<file path="config.mk">
export PLATFORM = sky130hd
export DESIGN_NAME = circular_queue_with_sort
export DESIGN_NICKNAME = d
export VERILOG_FILES = /design/src/hdl/cqs_pkg.sv /design/src/hdl/cqs_cmp.sv /design/src/hdl/cqs_seq.sv /design/src/hdl/circular_queue_with_sort.sv
export VERILOG_INCLUDE_DIRS = /design/src /design/src/hdl
export SDC_FILE = /design/constraint.sdc
export NUM_CORES = 1
export LEC_CHECK = 0
export ABC_AREA = 1
export BUFFER_PORTS_ARGS = -buffer_cell sky130_fd_sc_hd__buf_2
export CORE_MARGIN = 5
export CORE_UTILIZATION = 29
export CTS_BUF_LIST = sky130_fd_sc_hd__clkbuf_4 sky130_fd_sc_hd__clkbuf_8 sky130_fd_sc_hd__clkbuf_16
export DETAILED_ROUTE_END_ITERATION = 10
export GPL_TIMING_DRIVEN = 0
export PLACE_DENSITY = 0.49
export SLEW_MARGIN = 20
export SYNTH_ARGS = -nofsm -noshare
export SYNTH_HDL_FRONTEND = slang
export SYNTH_SLANG_ARGS = --single-unit
</file>
<file path="constraint.sdc">
create_clock -name clock -period 4.85 [get_ports clock]
set_input_delay 0 -clock clock [delete_from_list [all_inputs] [get_ports clock]]
set_output_delay 0 -clock clock [all_outputs]
set_load 0.03 [all_outputs]
</file>
<file path="src/hdl/circular_queue_with_sort_defines.svh">
// Assertion macros for the circular queue.
`ifndef CIRCULAR_QUEUE_WITH_SORT_DEFINES_SVH
`define CIRCULAR_QUEUE_WITH_SORT_DEFINES_SVH

// Check that cons holds in the same cycle as ante.
`define CQS_ASSERT_SAME(lbl, clk, rst, ante, cons) \
   lbl: assert property (@(posedge clk) disable iff (rst) (ante) |-> (cons)) \
      else $error("queue check failed: same-cycle rule");

// Check that cons holds in the cycle after ante.
`define CQS_ASSERT_NEXT(lbl, clk, rst, ante, cons) \
   lbl: assert property (@(posedge clk) disable iff (rst) (ante) |=> (cons)) \
      else $error("queue check failed: next-cycle rule");

`endif

</file>
<file path="src/hdl/cqs_pkg.sv">
package cqs_pkg;

   localparam int unsigned WORD_W = 32;

   typedef enum logic [2:0] {
      OP_ENQ       = 3'd0,
      OP_DEQ       = 3'd1,
      OP_DISP      = 3'd2,
      OP_SORT_ASC  = 3'd3,
      OP_SORT_DESC = 3'd4
   } op_type;

   typedef enum logic [1:0] {
      ST_DONE  = 2'd0,
      ST_FULL  = 2'd1,
      ST_EMPTY = 2'd2
   } status_type;

   typedef enum logic [2:0] {
      S_IDLE,
      S_EMIT,
      S_DEQ,
      S_DISP,
      S_LDI,
      S_CMPJ,
      S_WB
   } state_type;

   typedef struct packed {
      logic        [2:0]        operation;
      logic signed [WORD_W-1:0] value;
   } req_type;

   typedef struct packed {
      logic        [1:0]        status;
      logic signed [WORD_W-1:0] element;
      logic                     element_valid;
      logic                     last;
   } rsp_type;

endpackage

</file>
<file path="src/hdl/cqs_cmp.sv">
module cqs_cmp (
   input  logic signed [cqs_pkg::WORD_W-1:0] lhs,
   input  logic signed [cqs_pkg::WORD_W-1:0] rhs,
   input  logic                              descending,
   output logic                              exchange
);

   always_comb begin
      if (descending) begin
         exchange = rhs > lhs;
      end else begin
         exchange = lhs > rhs;
      end
   end

endmodule

</file>
<file path="src/hdl/cqs_seq.sv">
module cqs_seq #(
   parameter int unsigned DEPTH = 8
) (
   input  logic              clock,
   input  logic              reset,
   input  logic              req_valid,
   input  cqs_pkg::req_type  req_data,
   output logic              req_stall,
   output logic              res_valid,
   output cqs_pkg::rsp_type  res_data,
   input  logic              out_free
);

   localparam int unsigned PTR_W = (DEPTH > 1) ? $clog2(DEPTH) : 1;
   localparam int unsigned CNT_W = $clog2(DEPTH + 1);

   function automatic logic [PTR_W-1:0] nxt(input logic [PTR_W-1:0] p);
      return (p == PTR_W'(DEPTH - 1)) ? '0 : p + 1'b1;
   endfunction

   logic signed [cqs_pkg::WORD_W-1:0] mem_ff [DEPTH];
   logic signed [cqs_pkg::WORD_W-1:0] rd_data_ff;

   cqs_pkg::state_type state_ff, state_in;
   logic [PTR_W-1:0]   head_ff, head_in;
   logic [PTR_W-1:0]   tail_ff, tail_in;
   logic [PTR_W-1:0]   ptr_ff, ptr_in;
   logic [PTR_W-1:0]   jptr_ff, jptr_in;
   logic [CNT_W-1:0]   i_ff, i_in;
   logic [CNT_W-1:0]   j_ff, j_in;
   logic signed [cqs_pkg::WORD_W-1:0] cur_ff, cur_in;
   logic [1:0]         status_ff, status_in;
   logic               desc_ff, desc_in;

   logic                              wr_en;
   logic [PTR_W-1:0]                  wr_addr;
   logic signed [cqs_pkg::WORD_W-1:0] wr_data;
   logic                              rd_en;
   logic [PTR_W-1:0]                  rd_addr;

   logic [CNT_W-1:0] cnt;
   logic             empty;
   logic             full;
   logic             exch;
   logic             disp_last;

   always_comb begin
      if (tail_ff >= head_ff) begin
         cnt = CNT_W'(tail_ff) - CNT_W'(head_ff);
      end else begin
         cnt = CNT_W'(tail_ff) + CNT_W'(DEPTH) - CNT_W'(head_ff);
      end
   end

   assign empty     = (head_ff == tail_ff);
   assign full      = (nxt(tail_ff) == head_ff);
   assign disp_last = ((i_ff + CNT_W'(1)) == cnt);

   cqs_cmp u_cmp (
      .lhs        (cur_ff),
      .rhs        (rd_data_ff),
      .descending (desc_ff),
      .exchange   (exch)
   );

   always_ff @(posedge clock) begin
      if (wr_en) begin
         mem_ff[wr_addr] <= wr_data;
      end
      if (rd_en) begin
         rd_data_ff <= mem_ff[rd_addr];
      end
   end

   always_ff @(posedge clock) begin
      if (reset) begin
         state_ff <= cqs_pkg::S_IDLE;
         head_ff  <= '0;
         tail_ff  <= '0;
      end else begin
         state_ff <= state_in;
         head_ff  <= head_in;
         tail_ff  <= tail_in;
      end
      ptr_ff    <= ptr_in;
      jptr_ff   <= jptr_in;
      i_ff      <= i_in;
      j_ff      <= j_in;
      cur_ff    <= cur_in;
      status_ff <= status_in;
      desc_ff   <= desc_in;
   end

   always_comb begin
      state_in  = state_ff;
      head_in   = head_ff;
      tail_in   = tail_ff;
      ptr_in    = ptr_ff;
      jptr_in   = jptr_ff;
      i_in      = i_ff;
      j_in      = j_ff;
      cur_in    = cur_ff;
      status_in = status_ff;
      desc_in   = desc_ff;
      wr_en     = 1'b0;
      wr_addr   = tail_ff;
      wr_data   = req_data.value;
      rd_en     = 1'b0;
      rd_addr   = head_ff;
      req_stall = 1'b1;
      res_valid = 1'b0;
      res_data  = '{status: cqs_pkg::ST_DONE, element: '0, element_valid: 1'b0,
                    last: 1'b1};

      unique case (state_ff)
         cqs_pkg::S_IDLE: begin
            req_stall = 1'b0;
            if (req_valid) begin
               status_in = cqs_pkg::ST_DONE;
               desc_in   = (req_data.operation == cqs_pkg::OP_SORT_DESC);
               state_in  = cqs_pkg::S_EMIT;
               unique case (req_data.operation) inside
                  cqs_pkg::OP_ENQ: begin
                     if (full) begin
                        status_in = cqs_pkg::ST_FULL;
                     end else begin
                        wr_en   = 1'b1;
                        tail_in = nxt(tail_ff);
                     end
                  end
                  cqs_pkg::OP_DEQ: begin
                     if (empty) begin
                        status_in = cqs_pkg::ST_EMPTY;
                     end else begin
                        rd_en    = 1'b1;
                        head_in  = nxt(head_ff);
                        state_in = cqs_pkg::S_DEQ;
                     end
                  end
                  cqs_pkg::OP_DISP: begin
                     if (empty) begin
                        status_in = cqs_pkg::ST_EMPTY;
                     end else begin
                        rd_en    = 1'b1;
                        ptr_in   = head_ff;
                        i_in     = '0;
                        state_in = cqs_pkg::S_DISP;
                     end
                  end
                  cqs_pkg::OP_SORT_ASC, cqs_pkg::OP_SORT_DESC: begin
                     if (empty) begin
                        status_in = cqs_pkg::ST_EMPTY;
                     end else if (cnt > CNT_W'(1)) begin
                        rd_en    = 1'b1;
                        ptr_in   = head_ff;
                        jptr_in  = nxt(head_ff);
                        i_in     = '0;
                        j_in     = CNT_W'(1);
                        state_in = cqs_pkg::S_LDI;
                     end
                  end
                  default: begin
                     status_in = cqs_pkg::ST_DONE;
                  end
               endcase
            end
         end
         cqs_pkg::S_EMIT: begin
            res_valid       = 1'b1;
            res_data.status = status_ff;
            if (out_free) begin
               state_in = cqs_pkg::S_IDLE;
            end
         end
         cqs_pkg::S_DEQ: begin
            res_valid              = 1'b1;
            res_data.element       = rd_data_ff;
            res_data.element_valid = 1'b1;
            if (out_free) begin
               state_in = cqs_pkg::S_IDLE;
            end
         end
         cqs_pkg::S_DISP: begin
            res_valid              = 1'b1;
            res_data.element       = rd_data_ff;
            res_data.element_valid = 1'b1;
            res_data.last          = disp_last;
            if (out_free) begin
               if (disp_last) begin
                  state_in = cqs_pkg::S_IDLE;
               end else begin
                  ptr_in  = nxt(ptr_ff);
                  i_in    = i_ff + CNT_W'(1);
                  rd_en   = 1'b1;
                  rd_addr = nxt(ptr_ff);
               end
            end
         end
         cqs_pkg::S_LDI: begin
            cur_in   = rd_data_ff;
            rd_en    = 1'b1;
            rd_addr  = jptr_ff;
            state_in = cqs_pkg::S_CMPJ;
         end
         cqs_pkg::S_CMPJ: begin
            if (exch) begin
               wr_en   = 1'b1;
               wr_addr = jptr_ff;
               wr_data = cur_ff;
               cur_in  = rd_data_ff;
            end
            if ((j_ff + CNT_W'(1)) < cnt) begin
               j_in    = j_ff + CNT_W'(1);
               jptr_in = nxt(jptr_ff);
               rd_en   = 1'b1;
               rd_addr = nxt(jptr_ff);
            end else begin
               state_in = cqs_pkg::S_WB;
            end
         end
         cqs_pkg::S_WB: begin
            wr_en   = 1'b1;
            wr_addr = ptr_ff;
            wr_data = cur_ff;
            if ((i_ff + CNT_W'(2)) < cnt) begin
               i_in     = i_ff + CNT_W'(1);
               j_in     = i_ff + CNT_W'(2);
               ptr_in   = nxt(ptr_ff);
               jptr_in  = nxt(nxt(ptr_ff));
               rd_en    = 1'b1;
               rd_addr  = nxt(ptr_ff);
               state_in = cqs_pkg::S_LDI;
            end else begin
               status_in = cqs_pkg::ST_DONE;
               state_in  = cqs_pkg::S_EMIT;
            end
         end
         default: begin
            state_in = cqs_pkg::S_IDLE;
         end
      endcase
   end

endmodule

</file>
<file path="src/hdl/circular_queue_with_sort.sv">
// Channel    Ports                           Beat
// request    req_valid req_stall req_data    one operation and its word
// response   rsp_valid rsp_stall rsp_data    one status, with a word on dequeue and display
//
// Enqueue and dequeue each return one response beat; display of n words returns n beats.
// Sort runs one compare a cycle through the single compare unit and the one-read, one-write
// storage port.
// A new operation is taken once the previous one has handed its last beat on.
// Reset clears head, tail and the sequencer; storage is not cleared.
// A stalled response holds in the output register while the next operation starts.
`include "circular_queue_with_sort_defines.svh"

module circular_queue_with_sort #(
   parameter int unsigned DEPTH = 8
) (
   input  logic             clock,
   input  logic             reset,
   input  logic             req_valid,
   output logic             req_stall,
   input  cqs_pkg::req_type req_data,
   output logic             rsp_valid,
   input  logic             rsp_stall,
   output cqs_pkg::rsp_type rsp_data
);

   logic             res_valid;
   cqs_pkg::rsp_type res_data;
   logic             out_free;
   logic             rsp_valid_ff, rsp_valid_in;
   cqs_pkg::rsp_type rsp_data_ff, rsp_data_in;

   cqs_seq #(
      .DEPTH (DEPTH)
   ) u_seq (
      .clock     (clock),
      .reset     (reset),
      .req_valid (req_valid),
      .req_data  (req_data),
      .req_stall (req_stall),
      .res_valid (res_valid),
      .res_data  (res_data),
      .out_free  (out_free)
   );

   assign out_free = !rsp_valid_ff || !rsp_stall;

   always_comb begin
      rsp_data_in = rsp_data_ff;
      if (res_valid && out_free) begin
         rsp_valid_in = 1'b1;
         rsp_data_in  = res_data;
      end else if (out_free) begin
         rsp_valid_in = 1'b0;
      end else begin
         rsp_valid_in = rsp_valid_ff;
      end
   end

   always_ff @(posedge clock) begin
      if (reset) begin
         rsp_valid_ff <= 1'b0;
      end else begin
         rsp_valid_ff <= rsp_valid_in;
      end
      rsp_data_ff <= rsp_data_in;
   end

   assign rsp_valid = rsp_valid_ff;
   assign rsp_data  = rsp_data_ff;

   `CQS_ASSERT_NEXT(a_busy_after_accept, clock, reset, req_valid && !req_stall, req_stall)
   `CQS_ASSERT_SAME(a_no_accept_while_emit, clock, reset, res_valid, req_stall)
   `CQS_ASSERT_SAME(a_word_before_last, clock, reset, rsp_valid && !rsp_data.last, rsp_data.element_valid)
   `CQS_ASSERT_SAME(a_fail_is_single, clock, reset, rsp_valid && (rsp_data.status != cqs_pkg::ST_DONE), rsp_data.last && !rsp_data.element_valid)

endmodule
</file>
==> metrics <==
status completed; area leader, netlist edfxtp_1; Crit-path slowest cell nor2_4; CP Data Arrival Time ~4800 ps; WP buf/inv 2; Setup violations, final 0; overall routed net length approximately 53 mm; Clock Latency Late Sink 580 ps; top-count cell post-synth nand2_1; CTS Buffer Depth 3; sequential fraction of design power between 40% and 50%; Cell Pwr Density 346 nW/um^2; reg2reg start u_seq.rd_data_ff[31]$_DFFE_PP_; crit start category flip-flop; max frequency 220 MHz; die width around 260 um; largest net degree at the start of global routing 33; Design Area, Final 22200 sq um; Critical Path Most Common Cell nand2_1; Clock Pin Slew Worst Setup and Hold Paths approximately 60 ps; Syn Std Cell Area approximately 19000 sq um; max-slew violations 0; routed vias 13500; CP Cell Sequence ha_1 > nand2_1 > nor2_1 > nand2_1 > nor2_1 > nand2_1 > nand3_1 > nand3_1 > nand2_1 > buf_2 > nand2_1 > nand3_1 > nand3_1 > nor2_4 > buf_16; gr usage total between 10% and 20%; area grow syn2layout 18.8%; Crit Path Category reg2reg; CP required 5130 ps; layout cells sized above 1 11.3%; Setup crit start u_seq.rd_data_ff[31]$_DFFE_PP_; Synth Area in XOR/XNOR less than 1%; Internal a little under 6 mW; Psw between 1.5 and 2 mW; layout filler cell count between 6000 and 7000; H-Tree Depth 2; first-pass GRT wire length about 81 mm; largest vdd supply drop about 0.22 mV; Synth Area in Adders approximately 3.8%; Die ar. ~70000 sq um; post-DP HPWL 36.3 mm; Combinational Power Share approximately 7.6%; # Max-Cap Violations 0; CTS Root Cell clkbuf_16; initial antenna violation count 3; Routed Antenna Nets 0; GPL Wtd Cong around 0.85; Sw Ratio about a quarter; Worst Hold Class in2reg; Worst Path Max Fanout 18; hold_ws 35.9 ps; TritonCTS Sinks 383; Via-to-Cell Ratio around 4.6; Die Height approximately 260 um; top cells by count, synth nand2_1 (464), inv_1 (393), edfxtp_1 (373); vias in the first global route around 13000; dpl cell area 20600 sq um; Slew HR 40.6%; mux contribution to synthesized area 0%; drt wl/cell approximately 18 um; Hold Startpoint req_data[16]; drt drc 0; yosys warns 0; site row count a little over 90; Core Region approximately 64000 sq um; Ports 77; setup TNS 0 ps; minimum clock period 4550 ps; ys flop type edfxtp_1; clock power share 43.7%; top-area cell type share of the netlist area ~60%; fin util between 30% and 40%; largest family of logic cells by synthesized area simple AND/OR/NAND/NOR gates; #FFs+latches synth about 380; Worst Clk Skew 12.6 ps; number of synthesized flops with an enable pin 373; cts bufs inserted 43; Initial Util 29.1%; Unique masters post-synth 42; Final Hold Fails 0; Area contributors post-synth edfxtp_1 (60%), nand2_1 (9.3%), inv_1 (7.9%); Syn Nets roughly 2000; complex-gate fraction of the synthesized area under 10%; DRT iter0 DRCs around 1100; Port Buffers 76; post-synthesis sequential area ratio 61.1%; Post-Syn Instances between 1500 and 2000; Leak just under 10 nW; Async SR Flop Fraction 0%; Layout Nets approximately 2200; final period utilization a little over nine tenths; Post-Synth Simple-Gate Area between 10% and 20%; GRT overflow 0; delay-heaviest family, CP simple AND/OR/NAND/NOR gates; Worst path max stage delay ~760 ps; Worst Tran Pin Value 891 ps; router iterations before antenna repair 5; crit end category flip-flop; RSZ-0062 raised after global routing false; Syn Area/Cell between 9 and 10 sq um; CTS tree built
registers in the layout, summed over array words and instances (netlist names):
| name | count |
|---|---|
| u_seq.status_ff | 2 |
| u_seq.i_ff | 4 |
| rsp_valid | 1 |
| u_seq.ptr_ff | 3 |
| u_seq.j_ff | 4 |
| u_seq.desc_ff | 1 |
| u_seq.mem_ff | 256 |
| rsp_data | 36 |
| u_seq.cur_ff | 32 |
| u_seq.rd_data_ff | 32 |
| u_seq.state_ff | 3 |
| u_seq.tail_ff | 3 |
| u_seq.jptr_ff | 3 |
| u_seq.head_ff | 3 |
routing by layer:
layer  part of all wire (%)  track usage (%)
met1                     44             20.0
met2                     47             24.6
met3                    5.8             2.78
met4                    3.2             5.31
met5                  0.050                0
cells by family after synthesis:
kind of cell / Yosys count
AND/OR/NAND/NOR: 851
buffers and inverters: 482
flip-flops: 383
AO/OA/AOI/OAI: 142
adder cells (fa/ha/maj): 56
XOR/XNOR: 9
cells in the final DEF, fill, tap and decap left out, types with 2 or more instances in the layout:
cell type / count
a22o_1: 2
o21a_1: 2
o21bai_1: 2
a21oi_1: 34
o211ai_1: 67
clkbuf_4: 7
ha_1: 54
xor2_1: 5
buf_2: 118
clkinv_2: 7
buf_12: 4
clkinv_1: 10
edfxtp_1: 373
nand2_1: 464
inv_1: 393
dfxtp_1: 10
clkbuf_8: 3
nor3_1: 4
inv_2: 5
nor2_4: 9
clkbuf_16: 44
nand4_1: 3
fa_1: 2
o21ai_0: 24
clkbuf_1: 19
nor2_2: 2
nand3_1: 291
buf_1: 10
buf_6: 7
buf_4: 5
buf_16: 9
nor3_2: 2
dlygate4sd3_1: 18
a21o_1: 2
bufinv_16: 5
nor2_1: 69
xnor2_1: 4
worst reg2reg max path: cells and delay by family (launching register included):
family	cells	cell delay, ps
adder cells (fa/ha/maj)	1	470
AND/OR/NAND/NOR	12	2740
flip-flops	1	460
buffers and inverters	2	560
worst paths after layout:
| path | to | slack (ps) | depth (start not counted) |
|---|---|---|---|
| worst min-delay path | u_seq.mem_ff[3][16]$_DFFE_PP_ | 40 | 3 |
| worst min register to register | u_seq.cur_ff[0]$_DFFE_PP_ | 460 | 0 |
| worst max register to register | u_seq.mem_ff[4][16]$_DFFE_PP_ | 300 | 15 |
| worst max-delay path | u_seq.mem_ff[4][16]$_DFFE_PP_ | 300 | 15 |
power by group through the flow:
stage / Clock, mW / Sequential [mW] / Combinational (mW)
floorplan: 0 / 3.87 / 0.286
global placement: 0 / 3.81 / 0.548
detailed placement: 0 / 3.80 / 0.572
CTS: 3.44 / 3.74 / 0.588
global route: 3.58 / 3.74 / 0.643
finish: 3.35 / 3.73 / 0.582
final cells by class:
type / count / area [sq um] / share of cell area, %
Tap cell: 855 / 1070 / 4.82
Sequential cell: 383 / 11400 / 51.4
Multi-Input combinational cell: 1058 / 5440 / 24.5
Timing Repair Buffer: 108 / 896 / 4.04
Buffer: 82 / 428 / 1.93
Clock buffer: 54 / 1190 / 5.39
Clock inverter: 23 / 248 / 1.12
Antenna cell: 1 / 2.50 / 0.0113
Inverter: 400 / 1500 / 6.77
stage by stage:
stage	power, mW	cells	setup WS [ps]
floorplan	4.15	1923	554
global placement	4.36	2854	-2820
detailed placement	4.38	2868	279
CTS	7.76	2963	267
global route	7.96	2964	89.4
finish	7.67	2964	304
timing repair:
item	CTS	global route
setup buffers	0	0
hold buffers	18	0
resized for setup	0	0
hold endpoints to repair	78	0
(Power assumes the default switching activity.)
